File: config.mk
export PLATFORM = sky130hd
export DESIGN_NAME = packbits_run_length_decoder
export DESIGN_NICKNAME = d
export VERILOG_FILES = /design/src/rtl/core/pbrld_pkg.sv /design/src/rtl/core/packbits_run_length_decoder.sv /design/src/rtl/core/pbrld_ctrl.sv /design/src/rtl/core/pbrld_dp.sv
export SDC_FILE = /design/constraint.sdc
export NUM_CORES = 1
export LEC_CHECK = 0
export BUFFER_PORTS_ARGS = -buffer_cell sky130_fd_sc_hd__clkbuf_2
export CAP_MARGIN = 15
export CORE_ASPECT_RATIO = 1.75
export CORE_MARGIN = 2
export CORE_UTILIZATION = 50
export DETAILED_ROUTE_END_ITERATION = 10
export PLACE_DENSITY = 0.73
export SLEW_MARGIN = 20
export SYNTH_ARGS = -nofsm -noshare
export SYNTH_HDL_FRONTEND = slang
export SYNTH_SLANG_ARGS = --single-unit
export TNS_END_PERCENT = 10
File: constraint.sdc
create_clock -name clk -period 3.3 [get_ports clk]
set_input_delay 0.165 -clock clk [delete_from_list [all_inputs] [get_ports clk]]
set_output_delay 0.165 -clock clk [all_outputs]
set_load 0.03 [all_outputs]
File: src/rtl/core/pbrld_pkg.sv
// ----------------------------------------------------------------------------
// pbrld_pkg
// Shared types and constants for the PackBits run-length decoder.
// ----------------------------------------------------------------------------
package pbrld_pkg;

  localparam int TOTAL_BITS_DEF = 24;  // default width of the running count
  localparam int LANES_DEF      = 4;   // default packing width of a run
  localparam int TOTAL_MAX_W    = 32;  // widest running count allowed
  localparam int NUM_LANES      = 4;   // lanes present on the result word
  localparam int LANE_MAX       = 4;   // packing width is clamped to this
  localparam int BYTE_W         = 8;
  localparam int COUNT_W        = 3;
  localparam int OUT_TOTAL_W    = 24;

  // Decoder phase; EMIT drains a run as packed result words
  typedef enum logic [1:0] {
    ST_HEADER  = 2'd0,
    ST_RUN_VAL = 2'd1,
    ST_LITERAL = 2'd2,
    ST_EMIT    = 2'd3
  } dec_state_t;

  // controller -> datapath
  typedef struct packed {
    logic hdr_load;   // header byte accepted
    logic hdr_final;  // header byte was the last source byte
    logic lit_take;   // literal byte accepted
    logic run_load;   // run value accepted
    logic run_emit;   // emit next packed run word
  } dec_cmd_t;

  // datapath -> controller
  typedef struct packed {
    logic out_free;   // output register can take a word this cycle
    logic lit_last;   // current literal byte closes the packet
    logic run_last;   // next run word is the last of the run
  } dec_status_t;

endpackage

File: src/rtl/core/packbits_run_length_decoder.sv
// ----------------------------------------------------------------------------
// packbits_run_length_decoder
// PackBits-style decoder: one compressed byte in, packed decoded words out.
// ----------------------------------------------------------------------------
// Takes one compressed byte per input word, in_final_byte marking the last
// byte of a source stream. A header h (signed) below zero repeats the next
// byte 1-h times (h = -128 gives 129 copies); h >= 0 copies the next h+1
// bytes literally. Runs come out as words of up to LANES bytes; each literal
// byte comes out as a one-byte word. Every word carries the running decoded
// byte count (out_total, saturating). The word for the final source byte
// has out_stream_done set and out_truncated set if the stream stopped inside
// a packet; a final header byte yields a status word with lane count zero.
// After a final byte all counters return to reset for the next stream.
// Timing: header and literal bytes are taken one per cycle. A run value is
// taken and then holds off input while the packing stage drains the run
// into the output register. Every cycle a word waits on out_stall also
// holds off input and pauses the run drain.
// ----------------------------------------------------------------------------
module packbits_run_length_decoder #(
  parameter int TOTAL_BITS = pbrld_pkg::TOTAL_BITS_DEF,  // 8..32
  parameter int LANES      = pbrld_pkg::LANES_DEF        // 1..8, clamped to 4
) (
  input  logic                                clk,
  input  logic                                rst_n,
  // compressed input
  input  logic                                in_valid,
  output logic                                in_stall,
  input  logic [pbrld_pkg::BYTE_W-1:0]        in_code_byte,
  input  logic                                in_final_byte,
  // decoded output
  output logic                                out_valid,
  input  logic                                out_stall,
  output logic [pbrld_pkg::BYTE_W-1:0]        out_lane0,
  output logic [pbrld_pkg::BYTE_W-1:0]        out_lane1,
  output logic [pbrld_pkg::BYTE_W-1:0]        out_lane2,
  output logic [pbrld_pkg::BYTE_W-1:0]        out_lane3,
  output logic [pbrld_pkg::COUNT_W-1:0]       out_lane_count,
  output logic                                out_run_last,
  output logic                                out_stream_done,
  output logic [pbrld_pkg::OUT_TOTAL_W-1:0]   out_total,
  output logic                                out_truncated
);
  import pbrld_pkg::*;

  dec_cmd_t    cmd;     // phase FSM -> datapath
  dec_status_t status;  // datapath -> phase FSM

  // phase sequencer: header / run value / literal / run drain
  pbrld_ctrl u_ctrl (
    .clk           (clk),
    .rst_n         (rst_n),
    .in_valid      (in_valid),
    .in_sign       (in_code_byte[BYTE_W-1]),
    .in_final_byte (in_final_byte),
    .status        (status),
    .cmd           (cmd),
    .in_stall      (in_stall)
  );

  // counters, run packer, byte count and output word register
  pbrld_dp #(
    .TOTAL_BITS (TOTAL_BITS),
    .LANES      (LANES)
  ) u_dp (
    .clk             (clk),
    .rst_n           (rst_n),
    .cmd             (cmd),
    .in_code_byte    (in_code_byte),
    .in_final_byte   (in_final_byte),
    .out_stall       (out_stall),
    .status          (status),
    .out_valid       (out_valid),
    .out_lane0       (out_lane0),
    .out_lane1       (out_lane1),
    .out_lane2       (out_lane2),
    .out_lane3       (out_lane3),
    .out_lane_count  (out_lane_count),
    .out_run_last    (out_run_last),
    .out_stream_done (out_stream_done),
    .out_total       (out_total),
    .out_truncated   (out_truncated)
  );

endmodule

File: src/rtl/core/pbrld_ctrl.sv
// ----------------------------------------------------------------------------
// pbrld_ctrl
// Phase state machine: steers the datapath and drives the input stall.
// ----------------------------------------------------------------------------
module pbrld_ctrl (
  input  logic                   clk,
  input  logic                   rst_n,
  input  logic                   in_valid,
  input  logic                   in_sign,
  input  logic                   in_final_byte,
  input  pbrld_pkg::dec_status_t status,
  output pbrld_pkg::dec_cmd_t    cmd,
  output logic                   in_stall
);
  import pbrld_pkg::*;

  dec_state_t state_r;
  dec_state_t state_nxt;
  logic       accept;

  assign in_stall = (state_r == ST_EMIT) || !status.out_free;
  assign accept   = in_valid && !in_stall;

  always_ff @(posedge clk) begin
    if (!rst_n) begin
      state_r <= ST_HEADER;
    end else begin
      state_r <= state_nxt;
    end
  end

  always_comb begin
    state_nxt = state_r;
    cmd       = '0;
    case (state_r)
      ST_HEADER: begin
        if (accept) begin
          cmd.hdr_load = 1'b1;
          if (in_final_byte) begin
            cmd.hdr_final = 1'b1;
          end else if (in_sign) begin
            state_nxt = ST_RUN_VAL;
          end else begin
            state_nxt = ST_LITERAL;
          end
        end
      end
      ST_LITERAL: begin
        if (accept) begin
          cmd.lit_take = 1'b1;
          if (in_final_byte || status.lit_last) begin
            state_nxt = ST_HEADER;
          end
        end
      end
      ST_RUN_VAL: begin
        if (accept) begin
          cmd.run_load = 1'b1;
          state_nxt    = ST_EMIT;
        end
      end
      ST_EMIT: begin
        if (status.out_free) begin
          cmd.run_emit = 1'b1;
          if (status.run_last) begin
            state_nxt = ST_HEADER;
          end
        end
      end
      default: begin
        state_nxt = ST_HEADER;
      end
    endcase
  end

endmodule

File: src/rtl/core/pbrld_dp.sv
// ----------------------------------------------------------------------------
// pbrld_dp
// Counters, run packing, saturating byte count and the output word register.
// ----------------------------------------------------------------------------
module pbrld_dp #(
  parameter int TOTAL_BITS = pbrld_pkg::TOTAL_BITS_DEF,
  parameter int LANES      = pbrld_pkg::LANES_DEF
) (
  input  logic                                clk,
  input  logic                                rst_n,
  input  pbrld_pkg::dec_cmd_t                 cmd,
  input  logic [pbrld_pkg::BYTE_W-1:0]        in_code_byte,
  input  logic                                in_final_byte,
  input  logic                                out_stall,
  output pbrld_pkg::dec_status_t              status,
  output logic                                out_valid,
  output logic [pbrld_pkg::BYTE_W-1:0]        out_lane0,
  output logic [pbrld_pkg::BYTE_W-1:0]        out_lane1,
  output logic [pbrld_pkg::BYTE_W-1:0]        out_lane2,
  output logic [pbrld_pkg::BYTE_W-1:0]        out_lane3,
  output logic [pbrld_pkg::COUNT_W-1:0]       out_lane_count,
  output logic                                out_run_last,
  output logic                                out_stream_done,
  output logic [pbrld_pkg::OUT_TOTAL_W-1:0]   out_total,
  output logic                                out_truncated
);
  import pbrld_pkg::*;

  // effective packing width, clamped to the lanes that exist
  localparam int LW = (LANES > LANE_MAX) ? LANE_MAX : ((LANES < 1) ? 1 : LANES);

  // stream state
  logic [BYTE_W-1:0]     literal_left_r, literal_left_nxt;
  logic [BYTE_W-1:0]     run_left_r, run_left_nxt;
  logic [BYTE_W-1:0]     run_byte_r, run_byte_nxt;
  logic                  run_fin_r, run_fin_nxt;
  logic [TOTAL_BITS-1:0] byte_total_r, byte_total_nxt;

  // output word
  logic                             out_valid_r, out_valid_nxt;
  logic [NUM_LANES-1:0][BYTE_W-1:0] lanes_r, lanes_nxt;
  logic [COUNT_W-1:0]               count_r, count_nxt;
  logic                             last_r, last_nxt;
  logic                             done_r, done_nxt;
  logic [OUT_TOTAL_W-1:0]           total_r, total_nxt;
  logic                             trunc_r, trunc_nxt;

  logic [COUNT_W-1:0]    chunk;
  logic [COUNT_W-1:0]    add_n;
  logic [TOTAL_BITS:0]   sum;
  logic [TOTAL_BITS-1:0] tot_sat;
  logic [TOTAL_BITS-1:0] tot_pick;
  logic [TOTAL_MAX_W-1:0] tot_ext;
  logic                  run_end;

  assign status.out_free = !out_valid_r || !out_stall;
  assign status.lit_last = (literal_left_r == BYTE_W'(1));
  assign status.run_last = (run_left_r <= BYTE_W'(LW));

  assign chunk   = status.run_last ? run_left_r[COUNT_W-1:0] : COUNT_W'(LW);
  assign add_n   = cmd.lit_take ? COUNT_W'(1) : chunk;
  assign sum     = {1'b0, byte_total_r} + (TOTAL_BITS+1)'(add_n);
  assign tot_sat = sum[TOTAL_BITS] ? '1 : sum[TOTAL_BITS-1:0];
  assign run_end = run_fin_r && status.run_last;

  // reported count is clipped again to the 24-bit field
  assign tot_pick = cmd.hdr_final ? byte_total_r : tot_sat;
  assign tot_ext  = TOTAL_MAX_W'(tot_pick);

  always_comb begin
    literal_left_nxt = literal_left_r;
    run_left_nxt     = run_left_r;
    run_byte_nxt     = run_byte_r;
    run_fin_nxt      = run_fin_r;
    byte_total_nxt   = byte_total_r;
    out_valid_nxt    = out_valid_r && out_stall;
    lanes_nxt        = lanes_r;
    count_nxt        = count_r;
    last_nxt         = last_r;
    done_nxt         = done_r;
    total_nxt        = total_r;
    trunc_nxt        = trunc_r;

    if (cmd.hdr_load || cmd.lit_take || cmd.run_emit) begin
      total_nxt = (|tot_ext[TOTAL_MAX_W-1:OUT_TOTAL_W]) ? '1 : tot_ext[OUT_TOTAL_W-1:0];
    end

    if (cmd.hdr_load) begin
      if (in_code_byte[BYTE_W-1]) begin
        // 1 - h copies, h = byte - 256
        run_left_nxt = BYTE_W'(9'd257 - {1'b0, in_code_byte});
      end else begin
        literal_left_nxt = in_code_byte + BYTE_W'(1);
      end
      if (cmd.hdr_final) begin
        // packet data missing: status-only word, then restart the stream
        out_valid_nxt    = 1'b1;
        lanes_nxt        = '0;
        count_nxt        = '0;
        last_nxt         = 1'b1;
        done_nxt         = 1'b1;
        trunc_nxt        = 1'b1;
        byte_total_nxt   = '0;
        literal_left_nxt = '0;
        run_left_nxt     = '0;
      end
    end

    if (cmd.lit_take) begin
      out_valid_nxt    = 1'b1;
      lanes_nxt        = '0;
      lanes_nxt[0]     = in_code_byte;
      count_nxt        = COUNT_W'(1);
      last_nxt         = 1'b1;
      done_nxt         = in_final_byte;
      trunc_nxt        = in_final_byte && !status.lit_last;
      literal_left_nxt = in_final_byte ? '0 : literal_left_r - BYTE_W'(1);
      byte_total_nxt   = in_final_byte ? '0 : tot_sat;
    end

    if (cmd.run_load) begin
      run_byte_nxt = in_code_byte;
      run_fin_nxt  = in_final_byte;
    end

    if (cmd.run_emit) begin
      out_valid_nxt = 1'b1;
      for (int i = 0; i < NUM_LANES; i++) begin
        lanes_nxt[i] = (COUNT_W'(i) < chunk) ? run_byte_r : '0;
      end
      count_nxt      = chunk;
      last_nxt       = status.run_last;
      done_nxt       = run_end;
      trunc_nxt      = 1'b0;
      run_left_nxt   = run_left_r - BYTE_W'(chunk);
      byte_total_nxt = run_end ? '0 : tot_sat;
    end
  end

  always_ff @(posedge clk) begin
    if (!rst_n) begin
      literal_left_r <= '0;
      run_left_r     <= '0;
      run_fin_r      <= 1'b0;
      byte_total_r   <= '0;
      out_valid_r    <= 1'b0;
    end else begin
      literal_left_r <= literal_left_nxt;
      run_left_r     <= run_left_nxt;
      run_fin_r      <= run_fin_nxt;
      byte_total_r   <= byte_total_nxt;
      out_valid_r    <= out_valid_nxt;
    end
  end

  always_ff @(posedge clk) begin
    run_byte_r <= run_byte_nxt;
    lanes_r    <= lanes_nxt;
    count_r    <= count_nxt;
    last_r     <= last_nxt;
    done_r     <= done_nxt;
    total_r    <= total_nxt;
    trunc_r    <= trunc_nxt;
  end

  assign out_valid       = out_valid_r;
  assign out_lane0       = lanes_r[0];
  assign out_lane1       = lanes_r[1];
  assign out_lane2       = lanes_r[2];
  assign out_lane3       = lanes_r[3];
  assign out_lane_count  = count_r;
  assign out_run_last    = last_r;
  assign out_stream_done = done_r;
  assign out_total       = total_r;
  assign out_truncated   = trunc_r;

endmodule

==> results by group, run 1 <==
Run status
  • Status: finished clean

Power and ir drop
  • Leak Pwr: 2.706 nW
  • PnR Total Power: 4.123 mW
  • VDD IR max: 0.0005307 V
  • P per Cell Area: 581.5 nW/um2

Critical path
  • Max stage delay on crit path: 0.56 ns
  • Max FO, Critical Path: 11
  • Crit-path cells: or4_1, nor3_2, buf_4, nor2_1, ha_1, nor2_1, or4_1, buf_4, or4_1, a21oi_1, a21o_1
  • CP Data Required Time: 3.67 ns
  • CP Buf/Inv Count: 2
  • Worst setup EP type: register
  • Crit path max-delay family: simple AND/OR/NAND/NOR gates
  • CP arrival: 3.60 ns
  • Slowest CP cell: or4_1
  • Worst setup SP type: register
  • Critical path type: register to register
  • Crit-path most repeated cell: or4_1

Global routing
  • Initial antenna violation count: 0
  • Vias in the first global route: 5,101
  • GRT overflow: 0
  • Largest net degree at the start of global routing: 38
  • First-pass GRT wire length: 24.99 mm
  • GRT Total Usage: 0.2571

Synth
  • EDFF count, synth: 69
  • Synthesized area: 5767 um2
  • Seq/Total Area, Yosys: 0.5155
  • Syn Nets: 637
  • Synthesized area per cell: 9.392 um2
  • Warnings, synthesis: 0
  • Cell count after synthesis: 614
  • Yosys cell types: 66
  • Asr flop ratio synth: 0
  • Seq cells post-synth: 114
  • Post-synth top flop: edfxtp_1

Drt
  • Drt initial violations: 408
  • # DRC: 0
  • Routed Antenna Nets: 0
  • Vias: 5,258
  • DR WL/cell: 18.41 um
  • Drt total wl: 15.76 mm
  • Drt first pass iters: 5
  • Via density: 6.143

STA
  • Clk_skew: 0.007250 ns
  • Pins Over Slew Limit: 0
  • WHS: 0.05503 ns
  • Slew at the pin closest to its max-slew limit: 0.8767 ns
  • Final hold violations: 0
  • Minimum clock period: 3.236 ns
  • Ratio of final minimum period to clock period: 0.9806
  • Max frequency: 0.3090 GHz
  • RSZ-0062 raised after global routing: true
  • # setup viols final: 0
  • Worst slew margin: 0.4111

CTS
  • TritonCTS Buffers: 17
  • CTS tree: done
  • Root Driver: clkbuf_16
  • Htree depth: 4
  • PostCTS Resize Cnt: 0
  • Hold Buf Count CTS: 0
  • Clk_lat worst skew: 0.42 ns
  • Clock Path Buffers: 2
  • Number of setup buffers added after CTS: 0
  • Sink Count: 114
  • Clock transition at the registers of the reported paths: 0.06 ns

Cells and area
  • Inserted Diodes: 0
  • Fill cells: 894
  • Layout net count: 734
  • Share of cells above drive strength 1: 0.2169
  • Area grow syn2layout: 22.96%

Floorplanning
  • FP Rows: 51
  • Die height: 146.1 um
  • Die width: 85.18 um
  • IO Pins: 77
  • Die area: 12,440 um2
  • Core region area: 11,170 um2
  • Starting Density: 0.5164

Hold path
  • Worst hold path type: input pin to register

Placed design
  • DP Wirelength: 11.40 mm
  • Gpl congestion: 0.9735
  • Port buffer count: 76

Job
  • Max_cap viols: 0
## stage by stage
step	instance area (um2)	instances	setup WS, ns	util	setup TNS (ns)
2_1_floorplan	5773	614	0.08725	-	0
3_5_place_dp	6447	824	0.1008	0.5774	0
3_3_place_gp	6447	824	0.1941	0.5774	0
4_1_cts	7079	856	0.05919	0.6340	0
5_1_grt	7091	856	-0.07809	0.6350	-0.1421
6_report	7091	856	0.06401	0.6350	0
## report_power, final
part           internal [mW]  leakage [nW]  switching (mW)
clock network           1.27         0.306           0.685
logic                  0.161          1.36           0.389
registers               1.59          1.04          0.0334
## cell usage after synthesis (4+ instances only)
master,number,share of area
o32ai_1,4,0.0061
or4_1,7,0.0091
o22ai_1,7,0.0076
clkbuf_1,23,0.015
inv_1,19,0.012
nor2b_1,5,0.0054
a31oi_1,12,0.013
o21ai_1,4,0.0035
and3_1,5,0.0054
nor3_1,23,0.020
nor2_1,74,0.048
a22oi_1,7,0.0091
o2bb2ai_1,4,0.0061
and2_1,4,0.0043
dfxtp_1,45,0.16
buf_2,4,0.0035
ha_1,9,0.020
a21o_1,6,0.0078
xor2_1,5,0.0076
nand3_1,19,0.016
nand2_1,64,0.042
mux2_2,4,0.0078
and4_1,6,0.0091
xnor2_1,6,0.0091
o21ai_0,55,0.048
nand4_1,6,0.0065
edfxtp_1,69,0.36
o21a_1,4,0.0052
a21oi_1,50,0.043
o31ai_1,8,0.010
## worst paths after layout
kind | startpoint | to | slack [ns] | cells after the start
worst min-delay path | in_code_byte[2] | u_dp.run_byte_r[2] | 0.06 | 1
worst max-delay path | u_dp.run_left_r[4] | u_dp.byte_total_r[17] | 0.06 | 11
worst max register to register | u_dp.run_left_r[4] | u_dp.byte_total_r[17] | 0.06 | 11
worst min register to register | u_dp.byte_total_r[2] | u_dp.byte_total_r[2] | 0.48 | 2
## layout make-up
type,count,area [um2],share of cell area
Multi-Input combinational cell,451,2620,0.3695
Timing Repair Buffer,107,625.6,0.08823
Clock buffer,17,425.4,0.06000
Sequential cell,114,2973,0.4193
Inverter,20,75.07,0.01059
Tap cell,132,165.2,0.02329
Clock inverter,15,206.4,0.02912
## worst reg2reg max path, delay by kind of cell (launching register included)
| kind | cells | cell delay (ns) |
|---|---|---|
| and+or+nand+nor | 6 | 1.84 |
| buffers and inverters | 2 | 0.46 |
| DFF | 1 | 0.31 |
| adders and majority gates | 1 | 0.31 |
| AOI/OAI and AO/OA | 2 | 0.26 |
## kinds of logic after synthesis
group	count (synthesis)	share of synthesized area
AOI/OAI and AO/OA	184	0.1948
xor gates and xnor gates	11	0.01671
adders and majority gates	10	0.02300
buffers and inverters	49	0.03363
DFF	114	0.5155
muxes	6	0.01150
other	1	0.0006503
and+or+nand+nor	239	0.2042
## layer usage
metal | part of all wire | vias to the layer above | track usage
met2 | 0.54 | 243 | 0.4582
met3 | 0.059 | 60 | 0.06162
met1 | 0.35 | 2478 | 0.2516
met4 | 0.058 | 0 | 0.1841
li1 | - | 2477 | -
met5 | 0 | - | 0
## flip-flops by register name, summed over array words and instances (netlist names), 8 cells and up
register             count
u_dp.run_left_r          8
u_dp.out_lane2           8
u_dp.literal_left_r      8
u_dp.out_lane3           8
u_dp.out_lane0           8
u_dp.out_total          24
u_dp.run_byte_r          8
u_dp.out_lane1           8
u_dp.byte_total_r       24
## cells in the final DEF (no fill, tap or decap), types with 7 or more instances in the layout
cell type  instances
a22oi_1            7
a21oi_1           49
o22ai_1            7
nor3_1            21
clkbuf_16         17
o31ai_1            8
dfxtp_1           45
clkbuf_2          76
a31oi_1           12
ha_1               9
nor2_1            73
buf_4             30
nand3_1           19
inv_1             19
edfxtp_1          69
nand2_1           64
o21ai_0           55
Power figures use the tool's default switching activity.
==> inputs of run 2 (changes only) <==
==> constraint.sdc (replaced) <==
create_clock -name clk -period 3.3 [get_ports clk]
set_input_delay 0.495 -clock clk [delete_from_list [all_inputs] [get_ports clk]]
set_output_delay 0.495 -clock clk [all_outputs]
set_load 0.03 [all_outputs]
==> results by group, run 2 (same netlist as run 1, synthesis figures left out) <==
Cells and area
  • Sequential Area: 2973 um2 (unchanged)
  • Inserted Diodes: 0 (unchanged)
  • Most frequent cells in the layout: 76 x clkbuf_2, 73 x nor2_1, 69 x edfxtp_1
  • Final core occ: 0.6337 (-0.001233)
  • Area of the multi-input gates: 2628 um2 (+0.29%)
  • Fill cells: 900 (+0.67%)
  • Commonest non-fill, non-tap cell in the layout: clkbuf_2
  • Area grow syn2layout: 22.72%
  • Layout net count: 735 (+0.14%)
  • Share of cells above drive strength 1: 0.2207 (+0.003839)
  • Finished Layout Cells: 857 (+0.12%)

Critical path
  • CP arrival: 3.45 ns (-0.15 ns)
  • Reg2reg start: u_dp.run_left_r[4]
  • CP Data Required Time: 3.56 ns (-0.11 ns)
  • Worst reg2reg path depth: 11 (unchanged)
  • Critical path type: register to register
  • Worst setup EP type: register
  • Critical Path End: u_dp.out_total[19]
  • Worst setup SP type: register
  • Crit path launch: u_dp.run_left_r[4]
  • Reg2reg end: u_dp.out_total[19]
  • R2r setup slk: 0.11 ns (+0.05 ns)
  • Max FO, Critical Path: 11 (unchanged)

Drt
  • Routed Antenna Nets: 0 (unchanged)
  • Drt first pass iters: 5 (unchanged)
  • Met2 wire len: 8.476 mm (+0.38%)
  • Via density: 6.126 (-0.27%)
  • Met1 Routed Length: 5.423 mm (-0.82%)
  • Drt total wl: 15.68 mm (-0.48%)
  • Vias: 5,250 (-0.15%)
  • DR WL/cell: 18.30 um (-0.60%)
  • Routed wl met3: 1.021 mm (+9.3%)
  • Drt initial violations: 352 (-14%)
  • # DRC: 0 (unchanged)
  • Uppermost layer routed: met4

Global routing
  • Vias in the first global route: 5,124 (+0.45%)
  • GRT Total Usage: 0.2537 (-0.003423)
  • Initial antenna violation count: 0 (unchanged)
  • GRT overflow: 0 (unchanged)
  • First-pass GRT wire length: 24.74 mm (-1.0%)
  • Largest net degree at the start of global routing: 38 (unchanged)

Power and ir drop
  • Seq pwr share: 0.401 (+0.008)
  • Internal power: 2.939 mW (-2.6%)
  • PnR Total Power: 4.043 mW (-2.0%)
  • VDD IR max: 0.0004875 V (-8.1%)
  • Psw: 1.104 mW (-0.28%)
  • P per Cell Area: 571.2 nW/um2 (-1.8%)
  • Clock share of power: 0.463 (-0.011)
  • Leak Pwr: 2.690 nW (-0.58%)
  • Power share of the combinational group: 0.136 (+0.003)
  • Switching portion of total power: 0.2730 (+0.004613)

Run status
  • Status: finished clean

STA
  • Ratio of final minimum period to clock period: 0.9667 (-0.01394)
  • Clk_skew: 0.007455 ns (+0.0002048 ns)
  • RSZ-0062 raised after global routing: true
  • Minimum clock period: 3.190 ns (-0.04599 ns)
  • Slew at the pin closest to its max-slew limit: 0.8914 ns (+0.01475 ns)
  • Final hold violations: 0 (unchanged)
  • # setup viols final: 0 (unchanged)
  • Pins Over Slew Limit: 0 (unchanged)
  • Worst slew margin: 0.4012 (-0.009907)
  • Max frequency: 0.3135 GHz (+1.4%)

Floorplanning
  • FP Rows: 51 (unchanged)
  • Core region area: 11,170 um2 (unchanged)
  • IO Pins: 77 (unchanged)
  • Die width: 85.18 um (unchanged)
  • Die height: 146.1 um (unchanged)
  • Die area: 12,440 um2 (unchanged)
  • Starting Density: 0.5164 (unchanged)

CTS
  • Sink Count: 114 (unchanged)
  • Root Driver: clkbuf_16
  • Clock transition at the registers of the reported paths: 0.06 ns (about the same)
  • Htree depth: 4 (unchanged)
  • TritonCTS Buffers: 17 (unchanged)
  • CTS tree: done
  • Clk_lat worst skew: 0.42 ns (about the same)
  • Hold Buf Count CTS: 0 (unchanged)
  • Clock Path Buffers: 2 (unchanged)

Placed design
  • Port buffer count: 76 (unchanged)
  • DP Wirelength: 11.34 mm (-0.47%)
  • Placed instance count: 825 (+0.12%)
  • Gpl congestion: 0.9618 (-1.2%)

Hold path
  • Worst hold path type: input pin to register

Job
  • Max_cap viols: 0 (unchanged)
## run 2: worst min path at each step
stage	start	to	slack [ns]	cells past startpoint
final	in_code_byte[1]	u_dp.run_byte_r[1]	0.39	1
after global placement	u_dp.byte_total_r[2]	u_dp.byte_total_r[2]	0.46	2
after CTS	in_code_byte[2]	u_dp.run_byte_r[2]	0.38	1
after global routing	in_code_byte[6]	u_dp.run_byte_r[6]	0.39	1
after detailed placement	u_dp.byte_total_r[2]	u_dp.byte_total_r[2]	0.48	2
after floorplan	u_dp.byte_total_r[0]	u_dp.byte_total_r[0]	0.45	2
## run 2: timing repair
action | CTS | global route
resized for setup | 0 | 8
buffers inserted | 0 | 0
setup endpoints to repair | 0 | 28
## run 2: metrics by stage
stage | setup slack (ns) | TNS [ns] | area, um2 | hold WS, ns
2_1_floorplan | 0.08725 | 0 | 5773 | 0.4540
3_3_place_gp | 0.1499 | 0 | 6442 | 0.4625
3_5_place_dp | 0.1026 | 0 | 6442 | 0.4786
4_1_cts | 0.08823 | 0 | 7051 | 0.3814
5_1_grt | -0.01279 | -0.03597 | 7077 | 0.3898
6_report | 0.1100 | 0 | 7077 | 0.3922
## run 2: routing by layer
layer	track usage	vias to the layer above
li1	-	2485
met1	0.2511	2445
met2	0.4625	261
met3	0.06049	59
met4	0.1548	0
met5	0	-
## run 2: power groups by stage
stage	sequential [mW]	combinational, mW	clock [mW]
3_5_place_dp	1.65	0.536	0
6_report	1.62	0.549	1.87
3_3_place_gp	1.65	0.528	0
4_1_cts	1.62	0.539	1.89
5_1_grt	1.63	0.588	1.95
2_1_floorplan	1.75	0.254	0
## run 2: critical path, cell delays in order (launching register included)
cell	delay [ns]
dfxtp_1	0.31
or4_1	0.59
nor3_4	0.19
buf_6	0.18
nor2_1	0.06
ha_1	0.35
nor2_1	0.10
or4_1	0.48
buf_4	0.21
o32ai_1	0.31
a21oi_1	0.12
a21oi_1	0.14
## run 2: final cells by class
cell class,count,area share
clock buffer,17,0.06011
clock inverter,15,0.02581
multi-input combinational,451,0.3713
tap,132,0.02334
sequential,114,0.4201
inverter,20,0.01061
timing repair buffer,108,0.08876
